$ cat src/hw/rtl/assert_macros.svh
// Assertion macros for the RTL file that carries checks.
`ifndef ASSERT_MACROS_SVH
`define ASSERT_MACROS_SVH

`ifndef NO_ASSERTIONS

`define ASSERT_ALWAYS(label, clk, rst_n, expr) \
    label: assert property (@(posedge clk) disable iff (!rst_n) (expr)) \
        else $error("assertion failed");

`define ASSERT_IMPL_NEXT(label, clk, rst_n, ante, cons) \
    label: assert property (@(posedge clk) disable iff (!rst_n) (ante) |=> (cons)) \
        else $error("assertion failed");

`else

`define ASSERT_ALWAYS(label, clk, rst_n, expr)

`define ASSERT_IMPL_NEXT(label, clk, rst_n, ante, cons)

`endif

`endif

$ cat src/hw/rtl/lqm_pkg.sv
// Shared types and constants of the linked queue manager.
`default_nettype none

package lqm_pkg;

    localparam int POOL_SIZE = 64;
    localparam int IDX_W     = $clog2(POOL_SIZE);
    localparam int STEP_W    = $clog2(POOL_SIZE);

    typedef logic [IDX_W-1:0]  t_idx;
    typedef logic [STEP_W-1:0] t_step;

    localparam t_step STEP_LAST = STEP_W'(POOL_SIZE - 1);

    typedef enum logic [1:0] {
        OP_INSERT       = 2'd0,
        OP_REMOVE_HEAD  = 2'd1,
        OP_REMOVE_GIVEN = 2'd2,
        OP_PEEK         = 2'd3
    } t_lqm_op;

    typedef enum logic [2:0] {
        ST_IDLE,
        ST_DECODE,
        ST_INS2,
        ST_HEAD,
        ST_WALK
    } t_lqm_state;

    typedef struct packed {
        logic re;
        t_idx raddr;
        logic we;
        t_idx waddr;
        t_idx wdata;
    } t_lqm_ram_cmd;

    typedef struct packed {
        logic nonempty;
        t_idx tail;
        logic found;
        t_idx entry;
    } t_lqm_result;

endpackage

`default_nettype wire

$ cat src/hw/rtl/lqm_link_ram.sv
// Single-port-write, single-port-read link memory with registered read data.
`default_nettype none

module lqm_link_ram #(
    parameter int DEPTH = 64,
    parameter int WIDTH = 6
) (
    input  wire logic                     i_clk,
    input  wire logic                     i_we,
    input  wire logic [$clog2(DEPTH)-1:0] i_waddr,
    input  wire logic [WIDTH-1:0]         i_wdata,
    input  wire logic                     i_re,
    input  wire logic [$clog2(DEPTH)-1:0] i_raddr,
    output logic      [WIDTH-1:0]         o_rdata
);

    logic [WIDTH-1:0] r_mem [DEPTH];

    always_ff @(posedge i_clk) begin
        if (i_we) begin
            r_mem[i_waddr] <= i_wdata;
        end
    end

    // read data holds until the next read
    always_ff @(posedge i_clk) begin
        if (i_re) begin
            o_rdata <= r_mem[i_raddr];
        end
    end

endmodule

`default_nettype wire

$ cat src/hw/rtl/lqm_ctrl.sv
// Operation sequencer: reads, walks and rewrites the next/prev link memories.
`default_nettype none

module lqm_ctrl (
    input  wire logic                 i_clk,
    input  wire logic                 i_rst_n,
    input  wire logic                 i_in_valid,
    output logic                      o_in_stall,
    input  wire logic [1:0]           i_opcode,
    input  wire logic                 i_queue_nonempty,
    input  wire lqm_pkg::t_idx        i_queue_tail,
    input  wire lqm_pkg::t_idx        i_entry_index,
    input  wire logic                 i_out_free,
    output logic                      o_emit,
    output lqm_pkg::t_lqm_result      o_result,
    output lqm_pkg::t_lqm_ram_cmd     o_next_cmd,
    output lqm_pkg::t_lqm_ram_cmd     o_prev_cmd,
    input  wire lqm_pkg::t_idx        i_next_rdata,
    input  wire lqm_pkg::t_idx        i_prev_rdata
);

    import lqm_pkg::*;

    t_lqm_state r_state, n_state;
    t_lqm_op    r_op;
    logic       r_ne;
    t_idx       r_t, r_p;
    t_idx       r_head, n_head;
    t_idx       r_cur, n_cur;
    t_step      r_steps, n_steps;

    logic accept;
    logic head_is_tail;
    logic cur_hit;
    logic walk_end;
    logic single;

    assign accept       = i_in_valid && (r_state == ST_IDLE);
    assign head_is_tail = (i_next_rdata == r_t);
    assign cur_hit      = (r_cur == r_p);
    assign walk_end     = cur_hit || (i_next_rdata == r_t) || (r_steps == STEP_LAST);
    // tail linked only to itself, seen on the first walk step
    assign single       = (r_steps == '0) && (i_next_rdata == r_t) && (i_prev_rdata == r_t);

    always_ff @(posedge i_clk) begin
        if (!i_rst_n) begin
            r_state <= ST_IDLE;
        end else begin
            r_state <= n_state;
        end
    end

    always_ff @(posedge i_clk) begin
        if (accept) begin
            r_op <= t_lqm_op'(i_opcode);
            r_ne <= i_queue_nonempty;
            r_t  <= i_queue_tail;
            r_p  <= i_entry_index;
        end
        r_head  <= n_head;
        r_cur   <= n_cur;
        r_steps <= n_steps;
    end

    // next state
    always_comb begin
        n_state = r_state;
        unique case (r_state)
            ST_IDLE: begin
                if (i_in_valid) begin
                    n_state = ST_DECODE;
                end
            end
            ST_DECODE: begin
                priority if (r_op == OP_INSERT && r_ne) begin
                    n_state = ST_INS2;
                end else if (r_op == OP_INSERT || !r_ne || r_op == OP_PEEK) begin
                    if (i_out_free) n_state = ST_IDLE;
                end else if (r_op == OP_REMOVE_HEAD) begin
                    if (!head_is_tail) begin
                        n_state = ST_HEAD;
                    end else if (i_out_free) begin
                        n_state = ST_IDLE;
                    end
                end else begin
                    n_state = ST_WALK;
                end
            end
            ST_INS2, ST_HEAD: begin
                if (i_out_free) n_state = ST_IDLE;
            end
            ST_WALK: begin
                if (walk_end && i_out_free) n_state = ST_IDLE;
            end
            default: n_state = ST_IDLE;
        endcase
    end

    // memory commands, result and walk registers
    always_comb begin
        o_in_stall = (r_state != ST_IDLE);
        o_next_cmd = '0;
        o_prev_cmd = '0;
        o_emit     = 1'b0;
        o_result   = '0;
        n_head     = r_head;
        n_cur      = r_cur;
        n_steps    = r_steps;
        unique case (r_state)
            ST_IDLE: begin
                if (i_in_valid) begin
                    o_next_cmd.re    = 1'b1;
                    o_next_cmd.raddr = i_queue_tail;
                    o_prev_cmd.re    = 1'b1;
                    o_prev_cmd.raddr = i_queue_tail;
                end
            end
            ST_DECODE: begin
                priority if (r_op == OP_INSERT && !r_ne) begin
                    if (i_out_free) begin
                        o_next_cmd.we    = 1'b1;
                        o_next_cmd.waddr = r_p;
                        o_next_cmd.wdata = r_p;
                        o_prev_cmd.we    = 1'b1;
                        o_prev_cmd.waddr = r_p;
                        o_prev_cmd.wdata = r_p;
                        o_emit           = 1'b1;
                        o_result         = '{1'b1, r_p, 1'b1, r_p};
                    end
                end else if (r_op == OP_INSERT) begin
                    // next[p] = old head, prev[old head] = p
                    o_next_cmd.we    = 1'b1;
                    o_next_cmd.waddr = r_p;
                    o_next_cmd.wdata = i_next_rdata;
                    o_prev_cmd.we    = 1'b1;
                    o_prev_cmd.waddr = i_next_rdata;
                    o_prev_cmd.wdata = r_p;
                end else if (!r_ne) begin
                    o_emit = i_out_free;
                end else if (r_op == OP_PEEK) begin
                    o_emit   = i_out_free;
                    o_result = '{1'b1, r_t, 1'b1, i_next_rdata};
                end else if (r_op == OP_REMOVE_HEAD) begin
                    if (head_is_tail) begin
                        o_emit   = i_out_free;
                        o_result = '{1'b0, '0, 1'b1, i_next_rdata};
                    end else begin
                        o_next_cmd.re    = 1'b1;
                        o_next_cmd.raddr = i_next_rdata;
                        o_prev_cmd.re    = 1'b1;
                        o_prev_cmd.raddr = i_next_rdata;
                        n_head           = i_next_rdata;
                    end
                end else begin
                    // walk starts at the tail with its links already read
                    n_cur   = r_t;
                    n_steps = '0;
                end
            end
            ST_INS2: begin
                if (i_out_free) begin
                    o_prev_cmd.we    = 1'b1;
                    o_prev_cmd.waddr = r_p;
                    o_prev_cmd.wdata = r_t;
                    o_next_cmd.we    = 1'b1;
                    o_next_cmd.waddr = r_t;
                    o_next_cmd.wdata = r_p;
                    o_emit           = 1'b1;
                    o_result         = '{1'b1, r_p, 1'b1, r_p};
                end
            end
            ST_HEAD: begin
                if (i_out_free) begin
                    o_next_cmd.we    = 1'b1;
                    o_next_cmd.waddr = i_prev_rdata;
                    o_next_cmd.wdata = i_next_rdata;
                    o_prev_cmd.we    = 1'b1;
                    o_prev_cmd.waddr = i_next_rdata;
                    o_prev_cmd.wdata = r_t;
                    o_emit           = 1'b1;
                    o_result         = '{1'b1, r_t, 1'b1, r_head};
                end
            end
            ST_WALK: begin
                priority if (!walk_end) begin
                    o_next_cmd.re    = 1'b1;
                    o_next_cmd.raddr = i_next_rdata;
                    o_prev_cmd.re    = 1'b1;
                    o_prev_cmd.raddr = i_next_rdata;
                    n_cur            = i_next_rdata;
                    n_steps          = r_steps + 1'b1;
                end else if (!i_out_free) begin
                    o_emit = 1'b0;
                end else if (cur_hit && single) begin
                    o_emit   = 1'b1;
                    o_result = '{1'b0, '0, 1'b1, r_p};
                end else if (cur_hit) begin
                    o_next_cmd.we    = 1'b1;
                    o_next_cmd.waddr = i_prev_rdata;
                    o_next_cmd.wdata = i_next_rdata;
                    o_prev_cmd.we    = 1'b1;
                    o_prev_cmd.waddr = i_next_rdata;
                    o_prev_cmd.wdata = i_prev_rdata;
                    o_emit           = 1'b1;
                    o_result         = '{1'b1, (r_p == r_t) ? i_prev_rdata : r_t, 1'b1, r_p};
                end else begin
                    o_emit   = 1'b1;
                    o_result = '{1'b1, r_t, 1'b0, '0};
                end
            end
            default: o_in_stall = 1'b1;
        endcase
    end

endmodule

`default_nettype wire

$ cat src/hw/rtl/linked_queue_manager.sv
// Top level of the linked queue manager: link memories, sequencer, result register.
`default_nettype none

// Many FIFO queues share one pool of 64 entries, each queue a circular doubly
// linked list named by its tail; the caller passes the queue's nonempty bit and
// tail with every beat and gets the updated pair back together with the entry
// inserted, removed or peeked. The next and prev links sit in two synchronous
// memories with registered read data. An item passes through ST_DECODE alone
// (peek, empty queue, insert into an empty queue, remove head of a one-entry
// queue), through ST_DECODE then ST_INS2 or ST_HEAD (insert into a nonempty
// queue, remove head of a longer queue) or through ST_DECODE then ST_WALK for
// remove-given, which walks from the tail one entry per pass through the
// next-link memory's read port, at most 64 entries. A finished result waits
// in its last state while the output register holds a stalled result. Link
// memories are undefined after reset and hold nothing until entries are
// inserted. A new beat is taken while the previous result waits at the output.
module linked_queue_manager (
    input  wire logic          i_clk,
    input  wire logic          i_rst_n,
    input  wire logic          i_in_valid,
    output logic               o_in_stall,
    input  wire logic [1:0]    i_opcode,
    input  wire logic          i_queue_nonempty,
    input  wire lqm_pkg::t_idx i_queue_tail,
    input  wire lqm_pkg::t_idx i_entry_index,
    output logic               o_out_valid,
    input  wire logic          i_out_stall,
    output logic               o_new_nonempty,
    output lqm_pkg::t_idx      o_new_tail,
    output logic               o_found,
    output lqm_pkg::t_idx      o_result_entry
);

    import lqm_pkg::*;

    t_lqm_ram_cmd next_cmd, prev_cmd;
    t_idx         next_rdata, prev_rdata;
    t_lqm_result  result;
    t_lqm_result  r_out;
    logic         r_out_valid;
    logic         emit;
    logic         out_free;

    assign out_free = !r_out_valid || !i_out_stall;

    lqm_ctrl u_ctrl (
        .i_clk            (i_clk),
        .i_rst_n          (i_rst_n),
        .i_in_valid       (i_in_valid),
        .o_in_stall       (o_in_stall),
        .i_opcode         (i_opcode),
        .i_queue_nonempty (i_queue_nonempty),
        .i_queue_tail     (i_queue_tail),
        .i_entry_index    (i_entry_index),
        .i_out_free       (out_free),
        .o_emit           (emit),
        .o_result         (result),
        .o_next_cmd       (next_cmd),
        .o_prev_cmd       (prev_cmd),
        .i_next_rdata     (next_rdata),
        .i_prev_rdata     (prev_rdata)
    );

    lqm_link_ram #(.DEPTH(POOL_SIZE), .WIDTH(IDX_W)) u_next_ram (
        .i_clk   (i_clk),
        .i_we    (next_cmd.we),
        .i_waddr (next_cmd.waddr),
        .i_wdata (next_cmd.wdata),
        .i_re    (next_cmd.re),
        .i_raddr (next_cmd.raddr),
        .o_rdata (next_rdata)
    );

    lqm_link_ram #(.DEPTH(POOL_SIZE), .WIDTH(IDX_W)) u_prev_ram (
        .i_clk   (i_clk),
        .i_we    (prev_cmd.we),
        .i_waddr (prev_cmd.waddr),
        .i_wdata (prev_cmd.wdata),
        .i_re    (prev_cmd.re),
        .i_raddr (prev_cmd.raddr),
        .o_rdata (prev_rdata)
    );

    always_ff @(posedge i_clk) begin
        if (!i_rst_n) begin
            r_out_valid <= 1'b0;
        end else if (emit) begin
            r_out_valid <= 1'b1;
        end else if (!i_out_stall) begin
            r_out_valid <= 1'b0;
        end
    end

    always_ff @(posedge i_clk) begin
        if (emit) begin
            r_out <= result;
        end
    end

    assign o_out_valid    = r_out_valid;
    assign o_new_nonempty = r_out.nonempty;
    assign o_new_tail     = r_out.tail;
    assign o_found        = r_out.found;
    assign o_result_entry = r_out.entry;

    // writes and reads of a link memory never meet in one cycle, so no bypass
`include "assert_macros.svh"

    `ASSERT_ALWAYS(a_next_no_rw, i_clk, i_rst_n, !(next_cmd.re && next_cmd.we))
    `ASSERT_ALWAYS(a_prev_no_rw, i_clk, i_rst_n, !(prev_cmd.re && prev_cmd.we))
    `ASSERT_IMPL_NEXT(a_busy_after_beat, i_clk, i_rst_n, i_in_valid && !o_in_stall, o_in_stall)
    `ASSERT_ALWAYS(a_emit_slot_free, i_clk, i_rst_n, !emit || !r_out_valid || !i_out_stall)

endmodule

`default_nettype wire

$ cat config.mk
export PLATFORM = sky130hd
export DESIGN_NAME = linked_queue_manager
export DESIGN_NICKNAME = d
export VERILOG_FILES = /design/src/hw/rtl/lqm_pkg.sv /design/src/hw/rtl/lqm_link_ram.sv /design/src/hw/rtl/lqm_ctrl.sv /design/src/hw/rtl/linked_queue_manager.sv
export VERILOG_INCLUDE_DIRS = /design/src /design/src/hw/rtl
export SDC_FILE = /design/constraint.sdc
export NUM_CORES = 1
export LEC_CHECK = 0
export BUFFER_PORTS_ARGS = -buffer_cell sky130_fd_sc_hd__buf_2
export CORE_UTILIZATION = 40
export CTS_CLUSTER_DIAMETER = 30
export DETAILED_ROUTE_END_ITERATION = 6
export PLACE_DENSITY_LB_ADDON = 0.12
export SYNTH_ARGS = -nofsm -noshare
export SYNTH_HDL_FRONTEND = slang
export SYNTH_HIERARCHICAL = 1
export SYNTH_SLANG_ARGS = --single-unit
$ cat constraint.sdc
create_clock -name i_clk -period 9.32 [get_ports i_clk]
set_input_delay 1.864 -clock i_clk [delete_from_list [all_inputs] [get_ports i_clk]]
set_output_delay 1.864 -clock i_clk [all_outputs]
set_load 0.02 [all_outputs]
Yosys cells after proc, flatten, opt, wreduce, memory -nomap -nowiden. Memory sizes are Yosys's and may differ from the RTL's. A register that Yosys moved wholly into a read port is not among the register bits. Cells that the tools add are included.

Register bits: 51. Memory bits (writable): 768. Input port bits: 19. Output and inout port bits: 16. Logic and storage cells: 145. Memories: 2.

Memories: u_next_ram.r_mem (words 64, width 6, rd ports 1, clocked after Yosys merged registers in 1, write ports 1, RTL line lqm_link_ram.sv:17) `logic [WIDTH-1:0] r_mem [DEPTH];`; u_prev_ram.r_mem (words 64, width 6, rd ports 1, clocked after Yosys merged registers in 1, write ports 1, RTL line lqm_link_ram.sv:17).

Add/sub/neg operators: 1. Equal/unequal tests: 20. Muxes and demuxes: 80. Bitwise gates (word level): 4. Reductions and logical operators: 25.

Operator list (number): 2-to-1 mux 13 bit (18); 2-to-1 mux 14 bit (10); one-hot mux 13 bit (4 select lines) (2); 2-to-1 mux 6 bit (13); 2-to-1 mux 7 bit (9); one-hot mux 14 bit (4 select lines) (1); equality test 6 bit (4); one-hot mux 6 bit (2 select lines) (2); 2-to-1 mux 3 bit (7); one-hot mux 7 bit (3 select lines) (1); 2-to-1 mux 1 bit (15); AND reduction 7 bit (2); != test 2 bit (second input constant) (6); one-hot mux 3 bit (4 select lines) (1); logical AND 1 bit (7); adder 6 x 1 -> 6 bit (second input constant) (1); equality test 3 x 2 -> 1 bit (second input constant) (2); equality test 6 bit (second input constant) (1); zero test 6 bit (1); != test 2 x 1 -> 1 bit (second input constant) (3); logical OR 1 bit (5); OR reduction 5 bit (1); NOT 1 bit (4); equality test 3 x 1 -> 1 bit (second input constant) (1); other kinds (11) (13).

Longest topological paths before layout. Gate-level depths: netlist (run 1).

Depth after elaboration: 10. Mapped depth: 14. Mapped depth without buffers: 11.

Modules after synthesis. Netlist (run 1), hierarchy kept.

By module, submodules not included: lqm_link_ram (u_prev_ram) (instances 1, cells an instance 720, area an instance 15285.9 sq um, seq. area each 11711.2 sq um); lqm_link_ram (u_next_ram) (instances 1, cells an instance 729, area an instance 15265.9 sq um, seq. area each 11711.2 sq um); lqm_ctrl (instances 1, cells an instance 316, area an instance 2960.3 sq um, seq. area each 1051.0 sq um); linked_queue_manager (instances 1, cells an instance 18, area an instance 455.4 sq um, seq. area each 440.4 sq um).

Worst setup path after synthesis (run 1). OpenSTA, ideal clock, no wires.

Path kind: input to register. From: in i_out_stall. To: mem u_prev_ram.r_mem[39][0], enable pin. Setup time: 0.350 ns. Arrival time: 7.064 ns. Data required time: 8.970 ns. Slack: 1.905 ns. Cell stages on the path: 11. Path buffers: 4. Path through: nand2_1 > clkbuf_1 > nand2_1 > nor3_2 > a21oi_1 > o21ai_0 > buf_4 > clkbuf_1 > or3b_2 > clkbuf_1 > nor2_1.

RTL lines: from (decl) (RTL line linked_queue_manager.sv:27) `input wire logic i_out_stall,`; to (decl) (RTL line lqm_link_ram.sv:17).

Worst setup path in the final report (run 1).
From: in i_out_stall. To: mem u_prev_ram.r_mem[11][4], enable pin.

Longest elaborated chain between the ends: 7. Elaborated cells on any way between the ends: 11.

RTL lines: zero test 1 bit (*); logical OR 1 bit (*) (RTL line linked_queue_manager.sv:44) `assign out_free = !r_out_valid || !i_out_stall;`; via out_free (RTL line linked_queue_manager.sv:42) `logic out_free;`; 2-to-1 mux 13 bit, on equally long branches (RTL line lqm_ctrl.sv:192, lqm_ctrl.sv:120); 2-to-1 mux 13 bit, on equally long branches (RTL line lqm_ctrl.sv:185, lqm_ctrl.sv:119); one-hot mux 13 bit (4 select lines) (*) (RTL line lqm_ctrl.sv:109) `unique case (r_state)`; 2-to-1 mux 1 bit (RTL line lqm_link_ram.sv:20) `if (i_we) begin`; 2-to-1 mux 1 bit (implied by the code) (RTL line lqm_link_ram.sv:21) `r_mem[i_waddr] <= i_wdata;`.

The timed path passes the listed nets; every way through them passes the cells marked *.

==> impl_metrics.csv, run 1 <==
group,metric,value,unit
clocking,ctsHoldBuffers,0,
floorplanning,std_cell_rows,106,
yosys,synth-adder-area-share,0.000737,
place,place_ws,2940,ps
setup_path,path_class,"in2reg",
hold_path,hold_start,"o_out_valid",
sta,worst_clock_skew,47.9,ps
place,dpl-instance-area,35300,sq um
setup_path,worstPathRequired,9700,ps
yosys,synth_top_family_by_area,"multiplexers",
sta,layout_min_cycle_time,5600,ps
route,wl_per_cell,26.7,microns
layout,diodes,0,
floorplanning,initial_core_util,0.405,
clocking,cts_root_buf,"clkbuf_16",
power,swShare,0.233,
sta,fmax,0.179,GHz
route,via_count,17740,
sta,drv_slew,0,
yosys,ys.flop_type,"edfxtp_1",
clocking,clock_latency,760,ps
clocking,cts_tree,"built",
layout,final_common_cell,"edfxtp_1",
layout,syn_to_final_growth,21.4,%
sta,tightest_slew,1260,ps
yosys,synthArstFlopShare,0,
power,combPwrFrac,0.061,
layout,final_cell_mix,"edfxtp_1 (827), mux4_2 (190), clkbuf_16 (172), nor2_1 (147), nand2_1 (67)",
yosys,ys_seq_area_frac,0.733,
setup_path,r2r_start,"u_ctrl/r_state[0]",
yosys,syn_nets,1804,
yosys,ys_seq_elements,831,
layout,drive_above_1_share,0.288,
route,ant_nets,0,
power,leakagePower,13.2,nW
route,drt_pass1_iterations,5,
place,place_congestion,0.821,
sta,fin_ws,3720,ps
sta,final.period_utilization,0.600,
sta,rsz0062_at_grt,"false",
power,irDropWorstVdd,182,uV
global_route,grt_pass1_vias,18303,
floorplanning,fp.dieH,293,microns
sta,tns,0,ps
clocking,cts_sinks,831,
sta,holdWs,534,ps
floorplanning,core,83800,sq um
place,portBuffers,34,
global_route,antenna_found_initial,0,
setup_path,r2r_cells,8,
flow_run,cap_violations,0,
setup_path,critical_path_arrival,5980,ps
yosys,muxShareOfSynthArea,0.146,
setup_path,worst_setup_path_end_kind,"flip-flop",
setup_path,cp_max_fo,74,
route,drc,0,
setup_path,reg2reg_slack,4160,ps
layout,final_area,41200,sq um
clocking,clock_path_buffers,3,
yosys,synthCells,1783,
yosys,yosysWarnings,6,
clocking,cts.htree.levels,4,
yosys,synth.distinct_cells,76,
setup_path,timing.rr.end,"u_next_ram/r_mem[23][5]",
yosys,synth-xor-area-share,0.00722,
power,power,11.0,mW
clocking,post_cts_buffers,0,
sta,hold_viol,0,
power,p_int,8.45,mW
floorplanning,io_pins,35,
global_route,grt_pass1_wl,126000,microns
yosys,synth-edff-count,827,
power,p_sw,2.57,mW
clocking,clk_pin_slew,50,ps
floorplanning,dieWidth,293,microns
hold_path,hold_end,"o_out_valid",
route,avgViaCountPerCell,5.59,
clocking,numCtsBuffers,171,
setup_path,start_kind,"input pin",
yosys,yosys.area_share.simple,0.0511,
yosys,synth_compound_area_frac,0.0382,
status,outcome,"finished, final reports clean",
floorplanning,die_area,86100,sq um
power,seq_power_share,0.381,
route,dr.first_iter.drc_count,1600,
layout,nets,1916,
global_route,overflow,0,
sta,setup_viol,0,
route,routed_wl,84600,microns
hold_path,min_path_type,"reg2reg",
global_route,grt_max_degree,88,
yosys,synth_area_per_cell,19.1,sq um
yosys,netlist_area,34000,sq um
power,power.density,267,nW/um^2
hold_path,whs_path_depth,2,
place,dp_hpwl,50300,microns
global_route,gr-usage-all-layers,0.200,
clocking,ctsResizeCount,0,
power,clkPwrFrac,0.558,
sta,relSlewSlack,0.151,
==> worst max-delay path by stage <==
stage,slack (ps),to,depth (start not counted),start
floorplan,1910,u_prev_ram/r_mem[39][0],11,i_out_stall
global placement,3080,u_prev_ram/r_mem[11][0],10,i_out_stall
detailed placement,2940,u_prev_ram/r_mem[11][5],10,i_out_stall
CTS,3720,u_prev_ram/r_mem[11][5],10,i_out_stall
global route,3400,u_prev_ram/r_mem[3][0],10,i_out_stall
finish,3720,u_prev_ram/r_mem[11][4],10,i_out_stall
==> power groups by stage <==
stage / registers (mW) / clock network, mW / logic, mW
2_1_floorplan: 4.25 / 0 / 0.470
3_3_place_gp: 4.27 / 0 / 0.681
3_5_place_dp: 4.27 / 0 / 0.683
4_1_cts: 4.20 / 6.26 / 0.685
5_1_grt: 4.20 / 6.43 / 0.719
6_report: 4.20 / 6.15 / 0.673
==> kinds of logic after synthesis <==
| kind of cell | count (synthesis) |
|---|---|
| flops | 831 |
| simple gates | 352 |
| mux | 248 |
| compound gates | 176 |
| buf+inv | 146 |
| xor+xnor | 28 |
| fa+ha+maj | 2 |
==> worst max-delay path, stage by stage <==
cell and delay (ps):
buf_2 110, nand2_1 310, inv_1 190, a2111oi_2 910, a21oi_1 280, o22ai_4 170
buf_4 600, nor2b_1 250, nand3_1 580, nor2_1 690
==> routing by layer <==
| layer | vias up | track usage | part of all wire | routed length [microns] |
|---|---|---|---|---|
| li1 | 7556 | - | - | - |
| met1 | 9472 | 0.292 | 0.46 | 38900 |
| met2 | 575 | 0.303 | 0.47 | 39800 |
| met3 | 137 | 0.0377 | 0.049 | 4180 |
| met4 | 0 | 0.0663 | 0.021 | 1760 |
| met5 | - | 0 | 0 | 0 |
==> state kept, by name, indices dropped and copies added (netlist names) <==
signal,count
o_found,1
o_new_nonempty,1
o_new_tail,6
o_out_valid,1
o_result_entry,6
u_ctrl/r_cur,6
u_ctrl/r_head,6
u_ctrl/r_ne,1
u_ctrl/r_op,2
u_ctrl/r_p,6
u_ctrl/r_state,3
u_ctrl/r_steps,6
u_ctrl/r_t,6
u_next_ram/o_rdata,6
u_next_ram/r_mem,384
u_prev_ram/o_rdata,6
u_prev_ram/r_mem,384
==> stage by stage <==
| step | utilization | std cells |
|---|---|---|
| 4_1_cts | 0.492 | 3171 |
| 2_1_floorplan | - | 1783 |
| 3_3_place_gp | 0.421 | 2856 |
| 3_5_place_dp | 0.421 | 2856 |
| 6_report | 0.492 | 3171 |
| 5_1_grt | 0.492 | 3171 |
==> synth_stat cells, types with 7 or more instances <==
| master | n | area share |
|---|---|---|
| nor3_1 | 11 | 0.0016 |
| buf_2 | 34 | 0.0050 |
| o221ai_1 | 12 | 0.0031 |
| o22ai_1 | 22 | 0.0041 |
| a21oi_1 | 22 | 0.0032 |
| o211ai_1 | 11 | 0.0024 |
| inv_1 | 23 | 0.0025 |
| nand2_1 | 70 | 0.0077 |
| o22a_1 | 12 | 0.0031 |
| a32oi_1 | 9 | 0.0023 |
| and2_1 | 12 | 0.0022 |
| mux4_2 | 190 | 0.13 |
| buf_6 | 9 | 0.0030 |
| nor2b_1 | 13 | 0.0024 |
| xor2_1 | 15 | 0.0039 |
| xnor2_1 | 13 | 0.0034 |
| or3_1 | 7 | 0.0013 |
| edfxtp_1 | 827 | 0.73 |
| a211oi_1 | 8 | 0.0018 |
| o21ai_0 | 19 | 0.0028 |
| mux2_2 | 10 | 0.0033 |
| clkbuf_1 | 49 | 0.0054 |
| a22oi_1 | 10 | 0.0022 |
| nand2b_1 | 8 | 0.0015 |
| nand3b_1 | 10 | 0.0022 |
| nand3_1 | 28 | 0.0041 |
| buf_4 | 21 | 0.0046 |
| nor2_1 | 148 | 0.016 |
| a221o_1 | 7 | 0.0021 |
| mux2i_1 | 42 | 0.012 |
==> final cells by class <==
class                           count  area (sq um)
Fill cell                        6893         42600
Sequential cell                   831         24900
Multi-Input combinational cell    806          8440
Clock buffer                      189          4400
Clock inverter                    126          1580
Tap cell                         1134          1420
Timing Repair Buffer               61           410
Inverter                           24          90.1
No activity file was read; power rests on OpenSTA's default activity.
==> inputs of run 2 (changes only) <==
Clock period 9.32 ns to 5.3 ns, I/O delays scaled along.
==> impl_metrics.csv, run 2 (synthesis gave the netlist of run 1 again) <==
group,metric,value,unit
power,seq_power_share,0.379,
layout,syn_to_final_growth,22.6,%
clocking,cts.htree.levels,4,
power,p_int,15.1,mW
place,dp_hpwl,53200,microns
floorplanning,die_area,86100,sq um
power,power,19.5,mW
sta,hold_viol,0,
power,swShare,0.227,
route,via_count,17762,
power,power.density,467,nW/um^2
clocking,post_cts_buffers,0,
floorplanning,core,83800,sq um
clocking,numCtsBuffers,173,
place,portBuffers,34,
clocking,ctsResizeCount,0,
floorplanning,dieWidth,293,microns
power,combPwrFrac,0.063,
global_route,grt_pass1_vias,18609,
sta,layout_min_cycle_time,4600,ps
clocking,clk_pin_slew,50,ps
setup_path,worst_setup_path_end_kind,"flip-flop",
power,p_sw,4.41,mW
layout,num-fill-cells,6873,
layout,drive_above_1_share,0.303,
layout,final_cell_mix,"edfxtp_1 (827), mux4_2 (190), clkbuf_16 (177), nor2_1 (147), buf_4 (72)",
layout,final_common_cell,"edfxtp_1",
setup_path,worstPathRequired,5660,ps
route,dr.first_iter.drc_count,1570,
clocking,cts_tree,"built",
clocking,clock_path_buffers,3,
hold_path,min_path_type,"in2reg",
clocking,clock_latency,730,ps
flow_run,cap_violations,0,
sta,relSlewSlack,0.190,
hold_path,whs_path_depth,1,
layout,multi_input_area,8400,sq um
setup_path,cp_max_fo,10,
floorplanning,fp.dieH,293,microns
sta,fmax,0.217,GHz
global_route,gr-usage-all-layers,0.203,
layout,top_regs,"u_next_ram/r_mem (384), u_prev_ram/r_mem (384)",
global_route,antenna_found_initial,0,
setup_path,start_kind,"flip-flop",
sta,rsz0062_at_grt,"false",
layout,nets,1970,
global_route,grt_pass1_wl,127000,microns
setup_path,path_class,"reg2reg",
clocking,cts_sinks,831,
route,routed_wl,85300,microns
sta,final.period_utilization,0.868,
global_route,grt_max_degree,65,
global_route,overflow,0,
sta,setup_viol,0,
place,place_congestion,0.852,
sta,tns,0,ps
clocking,cts_root_buf,"clkbuf_16",
route,drc,0,
power,clkPwrFrac,0.557,
floorplanning,initial_core_util,0.405,
power,leakagePower,13.5,nW
power,irDropWorstVdd,269,uV
route,wl_per_cell,26.4,microns
route,ant_nets,0,
route,drt_pass1_iterations,5,
route,avgViaCountPerCell,5.50,
floorplanning,io_pins,35,
floorplanning,std_cell_rows,106,
setup_path,r2r_cells,10,
sta,tightest_slew,1200,ps
sta,drv_slew,0,
status,outcome,"finished, final reports clean",
sta,worst_clock_skew,29.4,ps
setup_path,critical_path_arrival,4960,ps
clocking,ctsHoldBuffers,0,
layout,ff_latch_area,24900,sq um
[run 2: changes by cell type in the layout (fill, tap and decap cells not counted), moves of 4 or more]
| cell | delta |
|---|---|
| clkinv_1 | +5 |
| clkbuf_16 | +5 |
| clkbuf_1 | +4 |
| clkinv_16 | -8 |
| clkinv_4 | +15 |
| buf_4 | +48 |
| buf_12 | +4 |
| inv_6 | -5 |
| clkinvlp_4 | -7 |
[run 2: final timing paths]
path                           from  slack [ps]                       to
setup / recovery  u_ctrl/r_steps[0]         700  u_next_ram/r_mem[26][1]
hold / removal     i_entry_index[5]         510            u_ctrl/r_p[5]
setup reg to reg  u_ctrl/r_steps[0]         700  u_next_ram/r_mem[26][1]
hold reg to reg         o_out_valid         530              o_out_valid
[run 2: power by group through the flow]
stage	Clock (mW)	Sequential, mW	Combinational (mW)
CTS	11.0	7.38	1.25
finish	10.8	7.38	1.24
detailed placement	0	7.50	1.25
floorplan	0	7.47	0.830
global route	11.4	7.38	1.32
global placement	0	7.50	1.24
[run 2: cell type report]
| class | instances | area share |
|---|---|---|
| clock inverters | 127 | 0.0352 |
| flip-flops and latches | 831 | 0.598 |
| inverters | 24 | 0.00216 |
| multi-input cells | 806 | 0.202 |
| repair buffers | 113 | 0.0204 |
| clock buffers | 195 | 0.108 |
| well taps | 1134 | 0.0341 |
| diodes | 1 | 0.0000601 |
[run 2: layer usage]
| layer | GRT usage | routed length (microns) | part of all wire | vias up |
|---|---|---|---|---|
| met3 | 0.0480 | 5130 | 0.060 | 141 |
| li1 | - | - | - | 7689 |
| met4 | 0.0647 | 1650 | 0.019 | 0 |
| met2 | 0.312 | 40500 | 0.47 | 610 |
| met1 | 0.286 | 38000 | 0.45 | 9322 |
| met5 | 0 | 0 | 0 | - |
[run 2: per-stage QoR]
step	worst slack, ps	hold WS (ps)	instances	util	cell area (sq um)
finish	701	514	3231	0.497	41600
global route	514	472	3230	0.497	41600
CTS	727	453	3230	0.497	41600
detailed placement	368	528	2908	0.426	35700
global placement	507	524	2908	0.426	35700
floorplan	397	537	1783	-	34000
[run 2: worst max-delay path: stages, from the launching register on]
cell and delay [ps]:
edfxtp_1 440, inv_1 90, ha_1 160, or4b_4 490
nor4_4 360, nand4_4 220, a21oi_1 460, o21ai_0 510
or3b_1 570, or2_1 440, nor2_1 500
